$ cat src/rtl/kslpc_pkg.sv
// Package for the key short/long press classifier.
// Phase encoding, event codes, register indexes and reset values; no dependencies.
`default_nettype none

package kslpc_pkg;

  localparam int unsigned CfgIdxW  = 3;
  localparam int unsigned CfgDataW = 8;
  localparam int unsigned EventW   = 2;

  typedef enum logic [2:0] {
    PH_IDLE      = 3'd0,
    PH_CHECK1    = 3'd1,
    PH_CHECK2    = 3'd2,
    PH_HOLD      = 3'd3,
    PH_REL_SHORT = 3'd4,
    PH_SET_SHORT = 3'd5,
    PH_REL_LONG  = 3'd6,
    PH_SET_LONG  = 3'd7
  } phase_t;

  typedef logic [EventW-1:0] event_code_t;

  localparam event_code_t EV_NONE  = 2'd0;
  localparam event_code_t EV_SHORT = 2'd1;
  localparam event_code_t EV_LONG  = 2'd2;
  localparam event_code_t EV_BAD   = 2'd3;

  typedef logic [CfgIdxW-1:0] cfg_idx_t;

  localparam cfg_idx_t REG_LONG_MODE      = 3'd0;
  localparam cfg_idx_t REG_POLL_PERIOD    = 3'd1;
  localparam cfg_idx_t REG_FIRST_CHECK    = 3'd2;
  localparam cfg_idx_t REG_SECOND_CHECK   = 3'd3;
  localparam cfg_idx_t REG_LONG_LIMIT     = 3'd4;
  localparam cfg_idx_t REG_RELEASE_SETTLE = 3'd5;

  localparam logic [7:0] RST_POLL_PERIOD    = 8'd10;
  localparam logic [7:0] RST_FIRST_CHECK    = 8'd5;
  localparam logic [7:0] RST_SECOND_CHECK   = 8'd15;
  localparam logic [7:0] RST_LONG_LIMIT     = 8'd100;
  localparam logic [7:0] RST_RELEASE_SETTLE = 8'd60;

endpackage

`default_nettype wire

$ cat src/rtl/key_short_long_press_classifier.sv
// Top level of the key short/long press classifier.
// Depends on kslpc_pkg for phase, event and register codes.
`default_nettype none

// One input word is one millisecond tick carrying the sampled key level, and
// every accepted word yields exactly one result word (press_event: 0 none,
// 1 short, 2 long), held in the result register, or in the skid entry while
// the output stalls. The whole per-tick state update sits between the phase/
// counter registers and the result register, so a word can be accepted every
// clock while in_stall is low. The result side has a two-entry buffer (result
// register plus a skid entry); in_stall rises only when both are full.
// Configuration registers are written directly through cfg_we/cfg_index/
// cfg_data; indexes beyond the register list are ignored. Delays and the
// long limit read as 1 when set to 0.
module key_short_long_press_classifier (
  input  wire logic                         clk,
  input  wire logic                         rst,
  // tick channel
  input  wire logic                         in_valid,
  output      logic                         in_stall,
  input  wire logic                         key_pressed,
  // event channel
  output      logic                         out_valid,
  input  wire logic                         out_stall,
  output      logic [kslpc_pkg::EventW-1:0] press_event,
  // configuration writes
  input  wire logic                         cfg_we,
  input  wire kslpc_pkg::cfg_idx_t          cfg_index,
  input  wire logic [kslpc_pkg::CfgDataW-1:0] cfg_data
);
  import kslpc_pkg::*;

  // configuration registers
  logic       long_mode;
  logic [7:0] poll_period;
  logic [7:0] first_check_delay;
  logic [7:0] second_check_delay;
  logic [7:0] long_count_limit;
  logic [7:0] release_settle;

  // tracking state
  phase_t     phase, phase_next;
  logic [7:0] tick_count, tick_count_next;
  logic [7:0] hold_count, hold_count_next;
  logic       long_seen, long_seen_next;

  // output buffer
  logic        skid_valid;
  event_code_t skid_event;
  event_code_t ev;

  logic       in_fire;
  logic       out_free;
  logic [7:0] cnt_inc;
  logic [7:0] delay_sel;
  logic       due;
  logic [7:0] hold_inc;
  logic       long_hit;

  assign in_stall = skid_valid;
  assign in_fire  = in_valid && !skid_valid;
  assign out_free = !out_valid || !out_stall;

  always_ff @(posedge clk) begin
    if (rst) begin
      long_mode          <= 1'b0;
      poll_period        <= RST_POLL_PERIOD;
      first_check_delay  <= RST_FIRST_CHECK;
      second_check_delay <= RST_SECOND_CHECK;
      long_count_limit   <= RST_LONG_LIMIT;
      release_settle     <= RST_RELEASE_SETTLE;
    end else if (cfg_we) begin
      case (cfg_index)
        REG_LONG_MODE:      long_mode          <= cfg_data[0];
        REG_POLL_PERIOD:    poll_period        <= cfg_data;
        REG_FIRST_CHECK:    first_check_delay  <= cfg_data;
        REG_SECOND_CHECK:   second_check_delay <= cfg_data;
        REG_LONG_LIMIT:     long_count_limit   <= cfg_data;
        REG_RELEASE_SETTLE: release_settle     <= cfg_data;
        default: ;
      endcase
    end
  end

  // phase timer: counts up, fires when it reaches the phase's delay
  always_comb begin
    case (phase)
      PH_CHECK1:                 delay_sel = first_check_delay;
      PH_CHECK2:                 delay_sel = second_check_delay;
      PH_SET_SHORT, PH_SET_LONG: delay_sel = release_settle;
      default:                   delay_sel = poll_period;
    endcase
  end

  assign cnt_inc  = tick_count + 8'd1;
  assign due      = (cnt_inc >= delay_sel);
  // hold periods saturate at all ones
  assign hold_inc = (hold_count != 8'hFF) ? hold_count + 8'd1 : hold_count;
  assign long_hit = long_seen || (hold_inc >= long_count_limit);

  always_comb begin
    phase_next      = phase;
    tick_count_next = due ? 8'd0 : cnt_inc;
    hold_count_next = hold_count;
    long_seen_next  = long_seen;
    ev              = EV_NONE;
    case (phase)
      PH_IDLE: begin
        if (due && key_pressed) phase_next = PH_CHECK1;
      end
      PH_CHECK1: begin
        if (due) phase_next = key_pressed ? PH_CHECK2 : PH_IDLE;
      end
      PH_CHECK2: begin
        if (due) begin
          if (!key_pressed) begin
            phase_next = PH_IDLE;
          end else if (!long_mode) begin
            ev         = EV_SHORT;
            phase_next = PH_REL_SHORT;
          end else begin
            hold_count_next = 8'd0;
            long_seen_next  = 1'b0;
            phase_next      = PH_HOLD;
          end
        end
      end
      PH_HOLD: begin
        if (due) begin
          hold_count_next = hold_inc;
          long_seen_next  = long_hit;
          // release while holding reports at once, no settle wait
          if (!key_pressed) begin
            ev         = long_hit ? EV_LONG : EV_SHORT;
            phase_next = PH_IDLE;
          end else if (long_hit) begin
            phase_next = PH_REL_LONG;
          end
        end
      end
      PH_REL_SHORT: begin
        if (due && !key_pressed) phase_next = PH_SET_SHORT;
      end
      PH_SET_SHORT: begin
        if (due) phase_next = key_pressed ? PH_REL_SHORT : PH_IDLE;
      end
      PH_REL_LONG: begin
        if (due && !key_pressed) phase_next = PH_SET_LONG;
      end
      PH_SET_LONG: begin
        if (due) begin
          if (key_pressed) begin
            phase_next = PH_REL_LONG;
          end else begin
            ev         = long_seen ? EV_LONG : EV_SHORT;
            phase_next = PH_IDLE;
          end
        end
      end
      default: phase_next = PH_IDLE;
    endcase
  end

  always_ff @(posedge clk) begin
    if (rst) begin
      phase      <= PH_IDLE;
      tick_count <= 8'd0;
      hold_count <= 8'd0;
      long_seen  <= 1'b0;
    end else if (in_fire) begin
      phase      <= phase_next;
      tick_count <= tick_count_next;
      hold_count <= hold_count_next;
      long_seen  <= long_seen_next;
    end
  end

  // result register, skid entry behind it
  always_ff @(posedge clk) begin
    if (rst) begin
      out_valid  <= 1'b0;
      skid_valid <= 1'b0;
    end else if (out_free) begin
      out_valid  <= skid_valid || in_fire;
      skid_valid <= 1'b0;
    end else if (in_fire) begin
      skid_valid <= 1'b1;
    end
  end

  always_ff @(posedge clk) begin
    if (out_free) begin
      press_event <= skid_valid ? skid_event : ev;
    end else if (in_fire) begin
      skid_event <= ev;
    end
  end

endmodule

`default_nettype wire

$ cat config.mk
export PLATFORM = sky130hd
export DESIGN_NAME = key_short_long_press_classifier
export DESIGN_NICKNAME = d
export VERILOG_FILES = /design/src/rtl/kslpc_pkg.sv /design/src/rtl/key_short_long_press_classifier.sv
export SDC_FILE = /design/constraint.sdc
export NUM_CORES = 1
export LEC_CHECK = 0
export ABC_AREA = 1
export BUFFER_PORTS_ARGS = -buffer_cell sky130_fd_sc_hd__buf_2
export CAP_MARGIN = 40
export CORE_MARGIN = 5
export CORE_UTILIZATION = 55
export DETAILED_ROUTE_END_ITERATION = 10
export PLACE_DENSITY = 0.82
export SKIP_LAST_GASP = 1
export SLEW_MARGIN = 10
export SYNTH_ARGS = -nofsm -noshare
export SYNTH_HDL_FRONTEND = slang
export SYNTH_SLANG_ARGS = --single-unit
$ cat constraint.sdc
create_clock -name clk -period 2.35 [get_ports clk]
set_input_delay 0.3525 -clock clk [delete_from_list [all_inputs] [get_ports clk]]
set_output_delay 0.3525 -clock clk [all_outputs]
set_load 0.05 [all_outputs]
==> run metrics <==
Slew Limit Fails=0; met3 WL=953 um; TritonRoute pass-1 iters=5; RSZ-0062 raised after global routing=true; Sink Count=67; Area Growth Syn to Fin=32.32%; setup ws final=-435.3 ps; Critical Path Sink Type=flip-flop; Synth Flop Type=dfxtp_1; Synthesis Warnings=0; antenna violations before repair=0; Req. time, crit path=2640 ps; maximum vdd ir drop=0.4214 mV; Async SR Flop Fraction=0%; clk_skew=13.42 ps; hold slack=286.8 ps; # rows=29; Mapped Cells=475; CTS Buf Count=9; Routed WL=11.34 mm; largest stage delay on the critical path=390 ps; drt drc=0; crit path launch type=flip-flop; setup TNS=-4463 ps; Hold Violations, Final=0; Final Cycle Share=118.5%; top-area cell type share of the netlist area=35.26%; DR top layer=met4; dpl cells=589; fillers=412; CTS tree=built; max_slew headroom=67.68%; Critical Path AT=3080 ps; layout cells sized above 1=33.87%; met1 WL=4.269 mm; Detail Route Antenna Nets=0; EDFF count, synth=4; most common cell in the netlist=nand2_1; Initial Util=56.33%; vias in the first global route=3576; register area share after synthesis=38.61%; failing checks=negative setup slack; Post-DP HPWL=6.102 mm; largest net degree at the start of global routing=44; Die Height=90.65 um; die area=0.008217 mm2; Worst-path clk slew=90 ps; post-synthesis cell type count=44; Port Buffer Count=20; clk_lat worst skew=370 ps; routed vias/inst=5.929; Pwr Density=633.8 mW/mm2; Max Fanout on Critical Path=6; Setup Crit Path Kind=flip-flop to flip-flop; via count=3747; # H-tree levels=3; I/O Pins=21; first-pass GRT wire length=16.78 mm; met2 WL post-DR=5.416 mm; list of most frequent post-synthesis cells=100 x nand2_1, 63 x dfxtp_1, 51 x nor2_1, 50 x inv_1; nets=585; Fmax=359.0 MHz; Hold Crit Class=primary input to flip-flop; drt wl/cell=17.94 um; GRT Overall Usage=25.29%; GRT overflow=0; syn_nets=510; top cells by area, synth=dfxtp_1 35%, nand2_1 10%, ha_1 6.3%; CP cell instances=ha_4 -> nand2_4 -> nor3_4 -> nand3_4 -> mux2_4 -> ha_4 -> a21oi_2 -> o21ai_1 -> nand2_1 -> nand4_1 -> nor2_2 -> nand2_2 -> nand3_2 -> nand2_1 -> nor2_1; die width=90.65 um; register area=0.001405 mm2; Layout Cells excl Fill=632; Root Buffer=clkbuf_8; Inserted Diodes=0; Initial DRC Count=405; core footprint=0.006350 mm2; Slowest-stage cell, CP=dfxtp_4; leading area contributor after synthesis=dfxtp_1; post-synthesis register bit count=67; GP Congestion=0.8806; worst-margin pin slew=484.8 ps; status=complete, but fails checks; Tmin final=2785 ps; Final Setup Violations=17; Lkg Pwr=2.102 nW; footprint of the multi-input gates=0.002267 mm2; Max Root-Sink Buffers=2; Max Cap Viol=0; post-synth design cell area=0.003577 mm2; Mean Syn Cell Area=7.531 um2
-- logic make-up (layout without fill, tap and decap cells) --
kind of cell             after synthesis  count (layout)  synth area share [%]
AO/OA/AOI/OAI                        107             109                 17.77
XOR/XNOR                              12              12                 3.148
adder cells (fa/ha/maj)               18              18                 6.296
buffers and inverters                 67             145                 7.275
flip-flops                            67              67                 38.62
multiplexers                           1               1                0.4196
AND/OR/NAND/NOR                      203             203                 26.48
-- metrics by stage --
| step | worst slack [ps] | power [W] | area [um2] | util [%] |
|---|---|---|---|---|
| 2_1_floorplan | -41.02 | 0.001582 | 3618 | - |
| 3_3_place_gp | -140.1 | 0.001714 | 3968 | 62.48 |
| 3_5_place_dp | -237.4 | 0.001735 | 3968 | 62.48 |
| 4_1_cts | -114.8 | 0.002849 | 4504 | 70.94 |
| 5_1_grt | -681.1 | 0.003104 | 4733 | 74.54 |
| 6_report | -435.3 | 0.003000 | 4733 | 74.54 |
-- cell type report --
cell class | count | share of cell area, %
Tap cell | 77 | 2.035
Inverter | 58 | 4.943
Clock inverter | 7 | 1.612
Multi-Input combinational cell | 343 | 47.90
Timing Repair Buffer | 71 | 11.21
Sequential cell | 67 | 29.69
Clock buffer | 9 | 2.617
-- cells in the final DEF (no fill, tap or decap), drive strengths merged, types with 5 or more instances in the layout --
master  netlist  routed
xor2          8       8
inv          57      58
o211ai        4       5
a21oi        40      40
ha           18      18
dfxtp        63      63
buf           2      71
nand2       105     105
nand3        30      30
a211oi        7       7
nor2         56      56
clkbuf        7       9
o21ai        48      49
-- where the power goes --
| part | total (W) | internal [W] | switching [W] | leakage, nW |
|---|---|---|---|---|
| Clock | 0.00101 | 0.000495 | 0.000511 | 0.0924 |
| Combinational | 0.000760 | 0.000308 | 0.000452 | 1.45 |
| Sequential | 0.00123 | 0.00119 | 0.0000416 | 0.560 |
| Total | 0.00300 | 0.00200 | 0.00100 | 2.10 |
-- worst paths after layout --
check                              from               endpoint  slack [ps]  cells past startpoint
setup reg to reg          hold_count[1]               phase[1]        -440                     15
setup / recovery          hold_count[1]               phase[1]        -440                     15
hold reg to reg   second_check_delay[7]  second_check_delay[7]         470                      2
hold / removal              cfg_data[1]  second_check_delay[1]         290                      3
-- critical path, delay by kind of cell, from the launching register on --
family | cells | cell delay (ps)
simple gates | 10 | 1380
flops | 1 | 390
fa+ha+maj | 2 | 370
mux | 1 | 340
compound gates | 2 | 220
-- state kept, by name, indices dropped and copies added (netlist names) --
signal              count
long_mode               1
in_stall                1
skid_event              2
press_event             2
first_check_delay       8
phase                   3
hold_count              8
second_check_delay      8
long_count_limit        8
release_settle          8
out_valid               1
tick_count              8
long_seen               1
poll_period             8
-- repair_timing --
action | in CTS | in global routing
pin swaps | 35 | 22
gates cloned | 2 | 0
setup endpoints to repair | 23 | 24
hold buffers | 0 | 0
gates resized for setup | 48 | 38
setup buffers | 15 | 10
-- per-layer routing --
layer	vias up	global-route usage (%)
li1	1728	-
met1	1701	29.32
met2	237	42.19
met3	81	5.333
met4	0	15.51
met5	-	0
Power figures use the tool's default switching activity.
